## config.mk

```make
export PLATFORM = sky130hd
export DESIGN_NAME = char_lcd_nibble_sequencer_flat
export DESIGN_NICKNAME = d
export VERILOG_FILES = /design/src/cln_pkg.sv /design/src/cln_if.sv /design/src/char_lcd_nibble_sequencer.sv /design/src/cln_ctrl.sv /design/src/cln_dp.sv /design/src/flat_wrapper.sv
export SDC_FILE = /design/constraint.sdc
export NUM_CORES = 1
export LEC_CHECK = 0
export BUFFER_PORTS_ARGS = -buffer_cell sky130_fd_sc_hd__clkbuf_2
export CAP_MARGIN = 20
export CORE_ASPECT_RATIO = 1.1
export CORE_MARGIN = 1.5
export CORE_UTILIZATION = 55
export CTS_BUF_LIST = sky130_fd_sc_hd__clkbuf_4 sky130_fd_sc_hd__clkbuf_8
export CTS_CLUSTER_DIAMETER = 200
export DETAILED_ROUTE_END_ITERATION = 7
export PLACE_DENSITY = 0.81
export SLEW_MARGIN = 20
export SYNTH_ARGS = -nofsm -noshare
export SYNTH_HDL_FRONTEND = slang
export SYNTH_SLANG_ARGS = --single-unit
```

## constraint.sdc

```tcl
create_clock -name clk -period 6 [get_ports clk]
set_input_delay 0.3 -clock clk [delete_from_list [all_inputs] [get_ports clk]]
set_output_delay 0.3 -clock clk [all_outputs]
set_load 0.02 [all_outputs]
```

## src/cln_pkg.sv

```systemverilog
// shared types, constants and the event program for the lcd nibble sequencer
package cln_pkg;

    // field widths
    localparam int unsigned ActionW   = 3;
    localparam int unsigned ValueW    = 8;
    localparam int unsigned ColumnW   = 6;
    localparam int unsigned NibbleW   = 4;
    localparam int unsigned WaitW     = 17;
    localparam int unsigned StepW     = 4;
    localparam int unsigned CfgIndexW = 2;
    localparam int unsigned CfgDataW  = 17;

    // configuration register widths and reset values
    localparam int unsigned ShortW = 10;
    localparam int unsigned LongW  = 16;
    localparam int unsigned PowerW = 17;
    localparam logic [ShortW-1:0] ShortReset = ShortW'(100);
    localparam logic [LongW-1:0]  LongReset  = LongW'(5000);
    localparam logic [PowerW-1:0] PowerReset = PowerW'(50000);

    // configuration register indexes
    localparam logic [CfgIndexW-1:0] CFG_SHORT_WAIT   = 2'd0;
    localparam logic [CfgIndexW-1:0] CFG_LONG_WAIT    = 2'd1;
    localparam logic [CfgIndexW-1:0] CFG_POWERUP_WAIT = 2'd2;

    // command codes
    localparam logic [ActionW-1:0] ACT_WRITE_INSTR = 3'd0;
    localparam logic [ActionW-1:0] ACT_WRITE_DATA  = 3'd1;
    localparam logic [ActionW-1:0] ACT_CLEAR       = 3'd2;
    localparam logic [ActionW-1:0] ACT_SET_POS     = 3'd3;
    localparam logic [ActionW-1:0] ACT_INIT        = 3'd4;

    // lcd instruction bytes
    localparam logic [ValueW-1:0] LCD_SET_DDRAM = 8'h80;
    localparam logic [ValueW-1:0] LCD_FUNC_SET  = 8'h28;
    localparam logic [ValueW-1:0] LCD_DISP_ON   = 8'h0C;
    localparam logic [ValueW-1:0] LCD_ENTRY     = 8'h06;
    localparam logic [ValueW-1:0] LCD_DISP_CLR  = 8'h01;
    localparam logic [NibbleW-1:0] NIB_WAKE     = 4'h3;
    localparam logic [NibbleW-1:0] NIB_4BIT     = 4'h2;

    // kind of run being played out
    typedef enum logic [1:0] {
        KIND_BYTE  = 2'd0,
        KIND_CLEAR = 2'd1,
        KIND_INIT  = 2'd2
    } kind_t;

    // where an event takes its nibble from
    typedef enum logic [1:0] {
        NSEL_HIGH  = 2'd0,
        NSEL_LOW   = 2'd1,
        NSEL_CONST = 2'd2
    } nib_sel_t;

    // which wait register follows an event
    typedef enum logic [1:0] {
        WSEL_SHORT = 2'd0,
        WSEL_LONG  = 2'd1,
        WSEL_POWER = 2'd2
    } wait_sel_t;

    // one entry of the event program
    typedef struct packed {
        logic                strobe;
        logic                rs_from_cmd;
        nib_sel_t            nib_sel;
        logic [NibbleW-1:0]  nib;
        wait_sel_t           wait_sel;
        logic                last;
    } tmpl_t;

    // controller to datapath
    typedef struct packed {
        logic             capture;
        logic             load;
        kind_t            kind;
        logic [StepW-1:0] step;
    } ctrl_t;

    // datapath to controller
    typedef struct packed {
        logic ev_last;
    } stat_t;

    function automatic tmpl_t strobe_ev(input logic [NibbleW-1:0] nib,
                                        input wait_sel_t ws, input logic last);
        tmpl_t t;
        t.strobe      = 1'b1;
        t.rs_from_cmd = 1'b0;
        t.nib_sel     = NSEL_CONST;
        t.nib         = nib;
        t.wait_sel    = ws;
        t.last        = last;
        return t;
    endfunction

    function automatic tmpl_t wait_ev(input wait_sel_t ws, input logic last);
        tmpl_t t;
        t.strobe      = 1'b0;
        t.rs_from_cmd = 1'b0;
        t.nib_sel     = NSEL_CONST;
        t.nib         = '0;
        t.wait_sel    = ws;
        t.last        = last;
        return t;
    endfunction

    // event program: template for step of a run
    function automatic tmpl_t event_tmpl(input kind_t kind, input logic [StepW-1:0] step);
        tmpl_t t;
        t = wait_ev(WSEL_LONG, 1'b1);
        unique case (kind)
            KIND_BYTE:
            begin
                t             = strobe_ev('0, WSEL_SHORT, step[0]);
                t.rs_from_cmd = 1'b1;
                t.nib_sel     = step[0] ? NSEL_LOW : NSEL_HIGH;
            end
            KIND_CLEAR:
            begin
                unique case (step)
                    4'd0:    t = strobe_ev(LCD_DISP_CLR[7:4], WSEL_SHORT, 1'b0);
                    4'd1:    t = strobe_ev(LCD_DISP_CLR[3:0], WSEL_SHORT, 1'b0);
                    default: t = wait_ev(WSEL_LONG, 1'b1);
                endcase
            end
            KIND_INIT:
            begin
                unique case (step)
                    4'd0:    t = wait_ev(WSEL_POWER, 1'b0);
                    4'd1:    t = strobe_ev(NIB_WAKE, WSEL_LONG, 1'b0);
                    4'd2:    t = strobe_ev(NIB_WAKE, WSEL_LONG, 1'b0);
                    4'd3:    t = strobe_ev(NIB_WAKE, WSEL_LONG, 1'b0);
                    4'd4:    t = strobe_ev(NIB_4BIT, WSEL_SHORT, 1'b0);
                    4'd5:    t = strobe_ev(LCD_FUNC_SET[7:4], WSEL_SHORT, 1'b0);
                    4'd6:    t = strobe_ev(LCD_FUNC_SET[3:0], WSEL_SHORT, 1'b0);
                    4'd7:    t = strobe_ev(LCD_DISP_ON[7:4], WSEL_SHORT, 1'b0);
                    4'd8:    t = strobe_ev(LCD_DISP_ON[3:0], WSEL_SHORT, 1'b0);
                    4'd9:    t = strobe_ev(LCD_ENTRY[7:4], WSEL_SHORT, 1'b0);
                    4'd10:   t = strobe_ev(LCD_ENTRY[3:0], WSEL_SHORT, 1'b0);
                    4'd11:   t = strobe_ev(LCD_DISP_CLR[7:4], WSEL_SHORT, 1'b0);
                    4'd12:   t = strobe_ev(LCD_DISP_CLR[3:0], WSEL_SHORT, 1'b0);
                    default: t = wait_ev(WSEL_LONG, 1'b1);
                endcase
            end
            default: t = wait_ev(WSEL_LONG, 1'b1);
        endcase
        return t;
    endfunction

endpackage

```

## src/cln_if.sv

```systemverilog
// command and event channel interfaces
interface cln_cmd_if;
    import cln_pkg::*;
    logic               valid;
    logic               ready;
    logic [ActionW-1:0] action;
    logic [ValueW-1:0]  value;
    logic [ColumnW-1:0] column;
    logic               row;

    modport source (output valid, action, value, column, row, input ready);
    modport sink   (input valid, action, value, column, row, output ready);
endinterface

interface cln_evt_if;
    import cln_pkg::*;
    logic               valid;
    logic               ready;
    logic               strobe_res;
    logic               register_select;
    logic [NibbleW-1:0] nibble;
    logic [WaitW-1:0]   wait_us;
    logic               last;

    modport source (output valid, strobe_res, register_select, nibble, wait_us, last,
                    input ready);
    modport sink   (input valid, strobe_res, register_select, nibble, wait_us, last,
                    output ready);
endinterface

```

## src/char_lcd_nibble_sequencer.sv

```systemverilog
// top level of the 4-bit character lcd bus sequencer
//
// cmd carries one command (action, value, column, row); evt carries the bus
// events it expands to: strobe_res (enable pulse or pure wait), register_select,
// nibble for D7..D4, wait_us after the event, and last on the final event.
// Writes of instruction, data and set position give two events, clear three
// and init fourteen; an unknown action is taken and gives none.
// A command is taken only while no run is in progress. The first event is
// registered once the controller has entered its run state, then one event
// per cycle follows while the receiver takes them; the step counter of the
// controller walks the event program.
// The event register is refilled in the cycle it is taken, so a stalled
// receiver just holds the current event and pauses the run.
// Wait registers short_wait_us, long_wait_us, powerup_wait_us are written
// through cfg_we/cfg_index/cfg_data at indexes 0, 1, 2, by the user only while
// idle; the block does not enforce it. Reset returns the block to idle with no
// event pending and restores the wait registers to 100, 5000 and 50000 us.
module char_lcd_nibble_sequencer (
    input  logic                          clk,
    input  logic                          rst_n,
    input  logic                          cfg_we,
    input  logic [cln_pkg::CfgIndexW-1:0] cfg_index,
    input  logic [cln_pkg::CfgDataW-1:0]  cfg_data,
    cln_cmd_if.sink                       cmd,
    cln_evt_if.source                     evt
);
    import cln_pkg::*;

    ctrl_t ctrl;
    stat_t stat;

    // sequencing control
    cln_ctrl u_ctrl (
        .clk       (clk),
        .rst_n     (rst_n),
        .in_valid  (cmd.valid),
        .in_ready  (cmd.ready),
        .action    (cmd.action),
        .out_valid (evt.valid),
        .out_ready (evt.ready),
        .ctrl      (ctrl),
        .stat      (stat)
    );

    // payload and wait registers
    cln_dp u_dp (
        .clk             (clk),
        .rst_n           (rst_n),
        .cfg_we          (cfg_we),
        .cfg_index       (cfg_index),
        .cfg_data        (cfg_data),
        .action          (cmd.action),
        .value           (cmd.value),
        .column          (cmd.column),
        .row             (cmd.row),
        .ctrl            (ctrl),
        .stat            (stat),
        .strobe_res      (evt.strobe_res),
        .register_select (evt.register_select),
        .nibble          (evt.nibble),
        .wait_us         (evt.wait_us),
        .last            (evt.last)
    );

endmodule

```

## src/cln_ctrl.sv

```systemverilog
// controller: accepts commands and steps through the event program
module cln_ctrl (
    input  logic                    clk,
    input  logic                    rst_n,
    input  logic                    in_valid,
    output logic                    in_ready,
    input  logic [cln_pkg::ActionW-1:0] action,
    output logic                    out_valid,
    input  logic                    out_ready,
    output cln_pkg::ctrl_t          ctrl,
    input  cln_pkg::stat_t          stat
);
    import cln_pkg::*;

    typedef enum logic [1:0] {
        ST_IDLE = 2'b01,
        ST_RUN  = 2'b10
    } state_t;

    state_t           state_reg, state_next;
    kind_t            kind_reg, kind_next;
    logic [StepW-1:0] step_reg, step_next;
    logic             out_valid_reg, out_valid_next;
    logic             accept;
    logic             load;

    assign in_ready  = (state_reg == ST_IDLE);
    assign accept    = in_valid && in_ready;
    assign out_valid = out_valid_reg;
    // output register is free or emptied this cycle
    assign load      = (state_reg == ST_RUN) && (!out_valid_reg || out_ready);

    assign ctrl.capture = accept;
    assign ctrl.load    = load;
    assign ctrl.kind    = kind_reg;
    assign ctrl.step    = step_reg;

    // next state
    always_comb
    begin
        state_next     = state_reg;
        kind_next      = kind_reg;
        step_next      = step_reg;
        out_valid_next = out_valid_reg;
        if (out_ready)
        begin
            out_valid_next = 1'b0;
        end
        unique case (state_reg)
            ST_IDLE:
            begin
                if (accept)
                begin
                    step_next = '0;
                    unique case (action)
                        ACT_WRITE_INSTR, ACT_WRITE_DATA, ACT_SET_POS:
                        begin
                            kind_next  = KIND_BYTE;
                            state_next = ST_RUN;
                        end
                        ACT_CLEAR:
                        begin
                            kind_next  = KIND_CLEAR;
                            state_next = ST_RUN;
                        end
                        ACT_INIT:
                        begin
                            kind_next  = KIND_INIT;
                            state_next = ST_RUN;
                        end
                        default: state_next = ST_IDLE;
                    endcase
                end
            end
            ST_RUN:
            begin
                if (load)
                begin
                    out_valid_next = 1'b1;
                    step_next      = step_reg + 1'b1;
                    if (stat.ev_last)
                    begin
                        state_next = ST_IDLE;
                    end
                end
            end
            default: state_next = ST_IDLE;
        endcase
    end

    // control registers
    always_ff @(posedge clk or negedge rst_n)
    begin
        if (!rst_n)
        begin
            state_reg     <= ST_IDLE;
            kind_reg      <= KIND_BYTE;
            step_reg      <= '0;
            out_valid_reg <= 1'b0;
        end
        else
        begin
            state_reg     <= state_next;
            kind_reg      <= kind_next;
            step_reg      <= step_next;
            out_valid_reg <= out_valid_next;
        end
    end

endmodule

```

## src/cln_dp.sv

```systemverilog
// datapath: command byte, wait registers and the event output register
module cln_dp (
    input  logic                          clk,
    input  logic                          rst_n,
    input  logic                          cfg_we,
    input  logic [cln_pkg::CfgIndexW-1:0] cfg_index,
    input  logic [cln_pkg::CfgDataW-1:0]  cfg_data,
    input  logic [cln_pkg::ActionW-1:0]   action,
    input  logic [cln_pkg::ValueW-1:0]    value,
    input  logic [cln_pkg::ColumnW-1:0]   column,
    input  logic                          row,
    input  cln_pkg::ctrl_t                ctrl,
    output cln_pkg::stat_t                stat,
    output logic                          strobe_res,
    output logic                          register_select,
    output logic [cln_pkg::NibbleW-1:0]   nibble,
    output logic [cln_pkg::WaitW-1:0]     wait_us,
    output logic                          last
);
    import cln_pkg::*;

    logic [ShortW-1:0]  short_reg;
    logic [LongW-1:0]   long_reg;
    logic [PowerW-1:0]  power_reg;
    logic [ValueW-1:0]  byte_reg, byte_next;
    logic               rs_reg, rs_next;
    logic               strobe_reg;
    logic               sel_reg;
    logic [NibbleW-1:0] nib_reg, nib_next;
    logic [WaitW-1:0]   wait_reg, wait_next;
    logic               last_reg;
    tmpl_t              tmpl;

    // configuration writes
    always_ff @(posedge clk or negedge rst_n)
    begin
        if (!rst_n)
        begin
            short_reg <= ShortReset;
            long_reg  <= LongReset;
            power_reg <= PowerReset;
        end
        else if (cfg_we)
        begin
            if (cfg_index == CFG_SHORT_WAIT)
            begin
                short_reg <= cfg_data[ShortW-1:0];
            end
            if (cfg_index == CFG_LONG_WAIT)
            begin
                long_reg <= cfg_data[LongW-1:0];
            end
            if (cfg_index == CFG_POWERUP_WAIT)
            begin
                power_reg <= cfg_data[PowerW-1:0];
            end
        end
    end

    // byte to send: set position forms the ddram address
    always_comb
    begin
        byte_next = value;
        if (action == ACT_SET_POS)
        begin
            byte_next = LCD_SET_DDRAM | {1'b0, row, column};
        end
        rs_next = (action == ACT_WRITE_DATA);
    end

    always_ff @(posedge clk)
    begin
        if (ctrl.capture)
        begin
            byte_reg <= byte_next;
            rs_reg   <= rs_next;
        end
    end

    // current event from the program
    always_comb
    begin
        tmpl = event_tmpl(ctrl.kind, ctrl.step);
        unique case (tmpl.nib_sel)
            NSEL_HIGH: nib_next = byte_reg[7:4];
            NSEL_LOW:  nib_next = byte_reg[3:0];
            default:   nib_next = tmpl.nib;
        endcase
        unique case (tmpl.wait_sel)
            WSEL_SHORT: wait_next = WaitW'(short_reg);
            WSEL_LONG:  wait_next = WaitW'(long_reg);
            default:    wait_next = WaitW'(power_reg);
        endcase
    end

    assign stat.ev_last = tmpl.last;

    // event output register
    always_ff @(posedge clk)
    begin
        if (ctrl.load)
        begin
            strobe_reg <= tmpl.strobe;
            sel_reg    <= tmpl.rs_from_cmd & rs_reg;
            nib_reg    <= nib_next;
            wait_reg   <= wait_next;
            last_reg   <= tmpl.last;
        end
    end

    assign strobe_res      = strobe_reg;
    assign register_select = sel_reg;
    assign nibble          = nib_reg;
    assign wait_us         = wait_reg;
    assign last            = last_reg;

endmodule
```

## src/flat_wrapper.sv

```systemverilog
// flat-port wrapper written by rule: the top's interface ports become plain ports
module char_lcd_nibble_sequencer_flat import cln_pkg::*;
  (clk, rst_n, cfg_we, cfg_index, cfg_data, cmd_valid, cmd_action, cmd_value, cmd_column, cmd_row, cmd_ready, evt_valid, evt_strobe_res, evt_register_select, evt_nibble, evt_wait_us, evt_last, evt_ready);
  cln_cmd_if cmd_i ();
  cln_evt_if evt_i ();
  input  logic clk;
  input  logic rst_n;
  input  logic cfg_we;
  input  logic [cln_pkg::CfgIndexW-1:0] cfg_index;
  input  logic [cln_pkg::CfgDataW-1:0] cfg_data;
  input wire logic [$bits(cmd_i.valid)-1:0] cmd_valid;
  input wire logic [$bits(cmd_i.action)-1:0] cmd_action;
  input wire logic [$bits(cmd_i.value)-1:0] cmd_value;
  input wire logic [$bits(cmd_i.column)-1:0] cmd_column;
  input wire logic [$bits(cmd_i.row)-1:0] cmd_row;
  output wire logic [$bits(cmd_i.ready)-1:0] cmd_ready;
  output wire logic [$bits(evt_i.valid)-1:0] evt_valid;
  output wire logic [$bits(evt_i.strobe_res)-1:0] evt_strobe_res;
  output wire logic [$bits(evt_i.register_select)-1:0] evt_register_select;
  output wire logic [$bits(evt_i.nibble)-1:0] evt_nibble;
  output wire logic [$bits(evt_i.wait_us)-1:0] evt_wait_us;
  output wire logic [$bits(evt_i.last)-1:0] evt_last;
  input wire logic [$bits(evt_i.ready)-1:0] evt_ready;
  assign cmd_i.valid = cmd_valid;
  assign cmd_i.action = cmd_action;
  assign cmd_i.value = cmd_value;
  assign cmd_i.column = cmd_column;
  assign cmd_i.row = cmd_row;
  assign cmd_ready = cmd_i.ready;
  assign evt_valid = evt_i.valid;
  assign evt_strobe_res = evt_i.strobe_res;
  assign evt_register_select = evt_i.register_select;
  assign evt_nibble = evt_i.nibble;
  assign evt_wait_us = evt_i.wait_us;
  assign evt_last = evt_i.last;
  assign evt_i.ready = evt_ready;
  char_lcd_nibble_sequencer u_core (.clk(clk), .rst_n(rst_n), .cfg_we(cfg_we), .cfg_index(cfg_index), .cfg_data(cfg_data), .cmd(cmd_i), .evt(evt_i));
endmodule
```

==> run metrics <==
status completed; routed length per placed instance 16.7 µm; via count 2654; Crit path buffers/inverters 1; Syn Area/Cell 12.7 µm²; multi-input logic area 1420 µm²; Worst Path Arrival 2510 ps; Final Instance Area 4400 µm²; Ys Warns 0; # setup viols final 0; die width 82.5 µm; total die area 7470 µm²; Clock Skew 13.0 ps; register area share after synthesis 60.4%; Num Clock Sinks 85; Net Count, Synth 349; Post-DRT Antenna Nets 0; synthesized-area fraction occupied by and/or/nand/nor cells 10.0%; Starting Density 57.4%; Die Y 90.5 µm; crit path max fanout 14; Syn Inst Count 302; nets 416; Leakage 1.84 nW; Synth Area in Compound Gates 9.48%; Area after DPL 4200 µm²; Post-synth top flop dfrtp_1; share of the synthesized area in the top cell type 25.9%; Final Core Density 66.0%; setup slack on the worst flop-to-flop path 3690 ps; drt first pass iters 5; register area 2310 µm²; adder and majority cell fraction of the synthesized area 1.64%; post-cts resize count 0; Seq cells post-synth 85; commonest non-fill, non-tap cells in the layout clkbuf_2, mux2_2, dfrtp_1; fin. max-slew vios 0; layout cell share with drive strength beyond 1 42.0%; final setup margin 3690 ps; GR Util All Layers 22.4%; asr flop ratio synth 61.2%; ranking of synthesized cells by area edfxtp_1, dfrtp_1, mux2_2; first-pass GRT wire length 12.5 mm; largest net degree at the start of global routing 53; Rel. slew slack 36.1%; final worst path period share 38.6%; Worst EP required 6200 ps; DRC viols 0; number of vias per cell 5.82; Worst Max-Slew Pin Slew 956 ps; Root Buffer clkbuf_8; initial antenna violation count 0; setup TNS 0 ps; Worst Setup End Kind flip-flop; largest family of logic cells by synthesized area multiplexers; Final Hold Viols 0; Peak VDD IR 0.280 mV; cell with the largest stage delay on the worst path dfrtp_1; worst-case clock buffer depth 2; CTS tree done; Clk Latency, worst-skew pair 360 ps; RSZ-0062 raised after global routing no; Cell Rows 31; CP peak stage delay 610 ps; EDFF count, synth 33; min-delay worst type primary input to async pin; gr ovfl total 0; Post-CTS Repair Setup Buffers 0; kind of critical path flip-flop to flip-flop; starting DRC count in detailed routing 208; critical path cell sequence inv_1, ha_1, nor2_1, o21a_1, nor2_2, o21ai_0; Ant. Diodes 0; total I/O pin count 68; max_cap viols 0; commonest non-fill, non-tap cell in the layout clkbuf_2; Layout area overhead 15.1%; Peak Freq 432 MHz; vias in the first global route 2629; Netlist cell types 42; Placeable Area 6670 µm²; final WL 7.62 mm; Final GP Congestion 0.742; total CTS buffers 9; hold buffers post-CTS 0; CP top delay family compound AO/OA/AOI/OAI gates; post-synthesis xor/xnor area fraction 0.687%; port bufs 67; Power per Cell Area 392 nW/µm²; placed wire-length estimate 5.00 mm; Worst setup SP type flip-flop; dominant cell type by area after synthesis edfxtp_1; Tmin final 2310 ps; H-tree depth 3; worst slack, placed 3810 ps; Post-Syn Area 3830 µm²; clock slew at reported path FFs 90 ps; post-synthesis mux area share 15.3%; fillcell total 527
## layer usage
layer  GRT usage (%)  wire (µm)
met3            5.15        458
met5               0          0
met1            28.4       2960
met2            37.3       4040
met4            7.64        163
## report_power, final
group	internal, mW	switching [mW]	total [mW]
sequential	0.774	0.0809	0.855
combinational	0.203	0.297	0.499
clock	0.164	0.209	0.373
total	1.14	0.587	1.73
## area by class of cell
| type | instances | area share [%] |
|---|---|---|
| clock buffer | 10 | 3.13 |
| inverter | 5 | 0.426 |
| sequential | 85 | 52.5 |
| timing repair buffer | 70 | 8.30 |
| tap | 82 | 2.33 |
| clock inverter | 6 | 1.05 |
| multi-input combinational | 198 | 32.3 |
## synth_stat cells, types with 2 or more instances
cell and instances:
a211oi_1 3, a21oi_1 17, a31oi_1 10, and2_1 2, buf_2 9, clkbuf_1 2
dfrtp_1 37, dfstp_2 15, edfxtp_1 33, ha_1 5, inv_1 5, mux2_2 52
nand2_1 20, nand2b_1 5, nand3_1 5, nand3b_1 5, nor2_1 21, nor2b_1 7
nor3_1 2, nor3b_1 2, o21ai_0 14, o21ai_1 10, xnor2_1 2
## logic make-up (layout without fill, tap and decap cells)
group           count (synthesis)  count (layout)
fa+ha+maj                       5               5
xor+xnor                        3               3
flops                          85              85
buf+inv                        19              91
compound gates                 63              63
simple gates                   75              75
mux                            52              52
## per-stage QoR
step	hold WS, ps	std cells	total power [mW]
after CTS	72.5	455	1.73
after floorplan	4.41	302	1.22
after detailed placement	457	439	1.36
after global routing	110	456	1.83
final	40.5	456	1.73
after global placement	450	439	1.33
## path summary, 6_finish.rpt
path                                                  startpoint                                    end  cells after the start
min reg2reg                u_core.u_dp.power_reg[16]$_DFFE_PN0P_  u_core.u_dp.power_reg[16]$_DFFE_PN0P_                      1
max reg2reg                u_core.u_ctrl.step_reg[0]$_DFFE_PN0P_      u_core.u_dp.wait_us[12]$_DFFE_PP_                      6
min in group clk                                    cfg_data[12]  u_core.u_dp.power_reg[12]$_DFFE_PN0P_                      2
max                        u_core.u_ctrl.step_reg[0]$_DFFE_PN0P_      u_core.u_dp.wait_us[12]$_DFFE_PP_                      6
max in group asynchronous                                  rst_n  u_core.u_dp.power_reg[16]$_DFFE_PN0P_                      2
min                                                        rst_n    u_core.u_dp.long_reg[6]$_DFFE_PN0P_                      2
## worst reg2reg max path, cell delays in order, from the launching register on
cell	delay [ps]
dfrtp_1	610
inv_1	170
ha_1	290
nor2_1	200
o21a_1	490
nor2_2	160
o21ai_0	230
Note: power is estimated with default switching activity, not from simulation.
